File: src/sv/mf3_pkg.sv
// Package for the 3x3 median filter core.
// Holds shared constants, register indexes and the border flag type.
// No dependencies; imported by every module of the block.
package mf3_pkg;

    // Default parameter values for the top level.
    localparam int DEF_MAX_WIDTH   = 1024;
    localparam int DEF_SAMPLE_BITS = 16;

    // Window geometry: nine taps, three per row.
    localparam int WIN_TAPS = 9;
    localparam int WIN_COLS = 3;

    // Fixed field widths of the ports.
    localparam int ROW_BITS      = 16;
    localparam int OUT_COL_BITS  = 10;
    localparam int WIDTH_BITS    = 11;
    localparam int HEIGHT_BITS   = 16;
    localparam int CFG_DATA_BITS = 16;
    localparam int CFG_IDX_BITS  = 1;

    // Register indexes on the configuration port.
    localparam logic [CFG_IDX_BITS-1:0] REG_IMAGE_WIDTH  = 1'b0;
    localparam logic [CFG_IDX_BITS-1:0] REG_IMAGE_HEIGHT = 1'b1;

    // Image size limits and reset values.
    localparam int MIN_DIM      = 3;
    localparam int RESET_WIDTH  = 640;
    localparam int RESET_HEIGHT = 480;

    // Pipeline depth of the median network and depth of the result queue.
    localparam int MED_STAGES = 3;
    localparam int OQ_DEPTH   = 8;

    // Border copies that go with one interior result.
    typedef struct packed {
        logic top;
        logic bottom;
        logic left;
        logic right;
        logic frame_end;
    } border_t;

endpackage

File: src/sv/mf3_median.sv
// Three stage median-of-nine network for the median filter.
// Sorts each window row, then combines row minima, medians and maxima.
// Depends on mf3_pkg.
module mf3_median
    import mf3_pkg::*;
#(
    parameter int SAMPLE_BITS = DEF_SAMPLE_BITS
)
(
    input  logic                          clk,
    input  logic signed [SAMPLE_BITS-1:0] win [WIN_TAPS],
    output logic signed [SAMPLE_BITS-1:0] median
);

    typedef logic signed [SAMPLE_BITS-1:0] smp_t;

    smp_t lo_a_reg [WIN_COLS];
    smp_t md_a_reg [WIN_COLS];
    smp_t hi_a_reg [WIN_COLS];
    smp_t lo_b_reg;
    smp_t md_b_reg;
    smp_t hi_b_reg;
    smp_t med_reg;

    function automatic smp_t min2(smp_t a, smp_t b);
        return (a < b) ? a : b;
    endfunction

    function automatic smp_t max2(smp_t a, smp_t b);
        return (a < b) ? b : a;
    endfunction

    function automatic smp_t med3(smp_t a, smp_t b, smp_t c);
        return max2(min2(a, b), min2(max2(a, b), c));
    endfunction

    // Stage A: sort each row of three.
    always_ff @(posedge clk)
    begin
        for (int k = 0; k < WIN_COLS; k++)
        begin
            lo_a_reg[k] <= min2(min2(win[k*WIN_COLS], win[k*WIN_COLS + 1]),
                                win[k*WIN_COLS + 2]);
            md_a_reg[k] <= med3(win[k*WIN_COLS], win[k*WIN_COLS + 1],
                                win[k*WIN_COLS + 2]);
            hi_a_reg[k] <= max2(max2(win[k*WIN_COLS], win[k*WIN_COLS + 1]),
                                win[k*WIN_COLS + 2]);
        end
    end

    // Stage B: largest minimum, median of medians, smallest maximum.
    always_ff @(posedge clk)
    begin
        lo_b_reg <= max2(max2(lo_a_reg[0], lo_a_reg[1]), lo_a_reg[2]);
        md_b_reg <= med3(md_a_reg[0], md_a_reg[1], md_a_reg[2]);
        hi_b_reg <= min2(min2(hi_a_reg[0], hi_a_reg[1]), hi_a_reg[2]);
    end

    // Stage C: the median of those three is the fifth smallest of nine.
    always_ff @(posedge clk)
    begin
        med_reg <= med3(lo_b_reg, md_b_reg, hi_b_reg);
    end

    assign median = med_reg;

endmodule

File: config.mk
export PLATFORM = sky130hd
export DESIGN_NAME = mf3_median
export DESIGN_NICKNAME = d
export VERILOG_FILES = /design/src/sv/mf3_pkg.sv /design/src/sv/mf3_median.sv
export SDC_FILE = /design/constraint.sdc
export NUM_CORES = 1
export LEC_CHECK = 0
export ABC_AREA = 1
export BUFFER_PORTS_ARGS = -buffer_cell sky130_fd_sc_hd__buf_4
export CAP_MARGIN = 20
export CORE_MARGIN = 10
export CORE_UTILIZATION = 57
export CTS_BUF_LIST = sky130_fd_sc_hd__clkbuf_8
export DETAILED_ROUTE_END_ITERATION = 7
export PLACE_DENSITY_LB_ADDON = 0.12
export SYNTH_ARGS = -nofsm -noshare
export SYNTH_HDL_FRONTEND = slang
export SYNTH_SLANG_ARGS = --single-unit
File: constraint.sdc
create_clock -name clk -period 5.57 [get_ports clk]
set_input_delay 0 -clock clk [delete_from_list [all_inputs] [get_ports clk]]
set_output_delay 0 -clock clk [all_outputs]
set_load 0.05 [all_outputs]
==> flow_metrics.py <==
metrics = {
    "logic_synthesis": {
        "synth-edff-count": 0,
        "synth_top_area_share_pct": 22.56,
        "syn_avg_cell_area_sq_um": 6.571,
        "synth_ff_type": "dfxtp_1",
        "synth_area_sq_um": 18460,
        "ys_ff_latch": 208,
        "ys_warn_count": 0,
        "async_flop_share_pct": 0,
        "syn_nets": 3284,
        "seq_area_frac_synth_pct": 22.56,
        "syn_inst": 2809,
        "yosys-top-cells-area": "dfxtp_1 23%, ha_1 22%, nand2_1 15%",
        "synth_top_cell_by_area": "dfxtp_1",
        "ys_types": 40,
    },
    "finish": {
        "fin_util_pct": 70.64,
        "layout.nets": 3560,
        "final_common_cell": "nand2_1",
        "n_fill_cell": 2733,
        "syn2layout_area_growth_pct": 21.37,
        "most-common-layout-cells": "729 x nand2_1, 405 x inv_1, 325 x ha_1, 287 x nand3_1, 274 x o21ai_0",
        "seq_area_sq_um": 4169,
        "multi_input_comb_area_sq_um": 12720,
        "drive_above_1_share_pct": 11.94,
        "final_area_sq_um": 22400,
    },
    "cts": {
        "clk_latency_ps": 540,
        "cts.sink_count": 208,
        "ctsLongestPathBuffers": 3,
        "clkSlewWorstSetupHoldPaths_ps": 60,
        "root_buffer": "clkbuf_8",
        "cts_buffers": 34,
        "cts_tree": "done",
        "htree_levels": 2,
    },
    "detailed_routing": {
        "wl_per_cell_um": 16.84,
        "wl_um": 59130,
        "first_pass_iters": 6,
        "drc": 0,
        "dr.first_iter.drc_count": 1416,
        "vias_per_cell": 5.581,
        "drtAntennaViolNets": 0,
        "route.vias.total": 19600,
    },
    "sta": {
        "skew_ps": 10.27,
        "rsz0062_at_grt": "true",
        "setup_viol": 0,
        "timing.hold.ws_ps": -6.103,
        "fmaxAchievable_ghz": 0.1907,
        "hold_viol": 1,
        "period_needed_ps": 5242,
        "tns_ps": 0,
        "tightestPinTransition_ps": 989.8,
        "period_share_pct": 94.12,
        "slew_violations": 0,
        "slew_headroom_pct": 33.31,
    },
    "global_route": {
        "grt_max_degree": 43,
        "track_usage_pct": 28.47,
        "grt-ovfl-total": 0,
        "grt_antenna_before_repair": 2,
        "grt_pass1_wl_um": 92140,
        "grt_pass1_vias": 18610,
    },
    "floorplanning": {
        "core_sq_um": 31720,
        "die_h_um": 200.0,
        "num_rows": 65,
        "die_area_sq_um": 39980,
        "die_w_um": 200.0,
        "ios": 161,
        "initial_core_util_pct": 58.20,
    },
    "flow_run": {
        "maxCapViolCount": 0,
    },
    "run_status": {
        "violations": "hold timing",
        "run_status": "finished with violations",
    },
    "worst_hold_path": {
        "hp-class": "input pin to flip-flop",
        "hold_start": "win[120]",
    },
    "place": {
        "place_congestion": 0.9471,
        "hpwl_um": 46550,
        "port_buffers": 160,
        "placement.cell_area_sq_um": 19990,
    },
    "worst_setup_path": {
        "max_stage_delay_ps": 370,
        "reg2reg_from": "md_a_reg[0][31]",
        "start_kind": "flip-flop",
        "cp_max_fo": 10,
        "crit_path_end_kind": "flip-flop",
        "required_ps": 6050,
        "path_class": "flip-flop to flip-flop",
        "startpoint": "md_a_reg[0][31]",
        "critPathSlowestCell": "ha_1",
        "arrival_ps": 5730,
    },
}
==> synth_stat cells, drive strengths merged (2+ instances only) <==
| cell type | instances |
|---|---|
| a2111oi | 2 |
| a211oi | 17 |
| a21o | 2 |
| a21oi | 172 |
| a31oi | 5 |
| and2 | 10 |
| buf | 30 |
| clkbuf | 61 |
| clkinv | 3 |
| dfxtp | 208 |
| ha | 330 |
| inv | 402 |
| nand2 | 765 |
| nand3 | 302 |
| nand4 | 12 |
| nor2 | 78 |
| nor3 | 18 |
| nor4 | 2 |
| o2111ai | 2 |
| o211ai | 8 |
| o21a | 7 |
| o21ai | 364 |
| or2 | 3 |
==> repair_timing <==
item | in CTS | in global routing
hold buffers | 113 | 0
hold endpoints to repair | 104 | 0
endpoints found under the setup margin | 16 | 87
buffers inserted | 0 | 15
gates cloned | 0 | 11
pin swaps | 0 | 9
resized for setup | 4 | 134
==> layout make-up <==
type / instances / area share [%]
clock inverter: 18 / 0.6143
clock buffer: 41 / 2.519
tap: 402 / 2.245
antenna: 2 / 0.02234
inverter: 405 / 6.869
timing repair inverter: 6 / 0.1899
multi-input combinational: 2110 / 56.79
timing repair buffer: 320 / 12.14
sequential: 208 / 18.61
==> through the flow <==
step / cells / hold slack [ps] / worst slack, ps
after detailed placement: 3312 / 255.2 / -188.8
after global placement: 3312 / 251.5 / -59.54
final: 3512 / -6.103 / 327.5
after global routing: 3512 / 12.98 / -156.3
after CTS: 3484 / 2.250 / 16.55
after floorplan: 2809 / 112.7 / 44.18
==> critical path, delay by kind of cell, from the launching register on <==
family	cells	cell delay, ps
adders and majority gates	3	1010
AOI/OAI and AO/OA	9	1610
buffers and inverters	6	900
DFF	1	300
and+or+nand+nor	12	1360
==> per-layer routing <==
layer,GRT usage (%),share of wire (%),vias to the layer above,routed length (um)
met5,0,0,-,0
met4,9.955,3.5,0,2063
met3,3.550,5.4,130,3210
met2,51.60,49,646,29070
met1,33.74,42,8944,24790
li1,-,-,9882,-
==> cells by family (layout without fill, tap and decap cells) <==
logic type                 after synthesis  after routing  synth area share [%]
DFF                                    208            208                 22.56
AOI/OAI and AO/OA                      582            582                 16.44
adders and majority gates              330            330                 22.37
xor gates and xnor gates                 2              2               0.09491
other                                    0              2                     0
buffers and inverters                  496            790                 10.62
and+or+nand+nor                       1191           1196                 27.91
==> path summary, 6_finish.rpt <==
| kind | to | slack, ps | depth (start not counted) |
|---|---|---|---|
| setup / recovery | md_b_reg[13] | 330 | 30 |
| hold reg to reg | hi_b_reg[14] | 450 | 2 |
| hold / removal | hi_a_reg[0][8] | -6 | 5 |
| setup reg to reg | md_b_reg[13] | 330 | 30 |
Power is left out: the tool's default activity adds up to more than one toggle a clock period on the data nets, which glitch-free logic cannot reach.
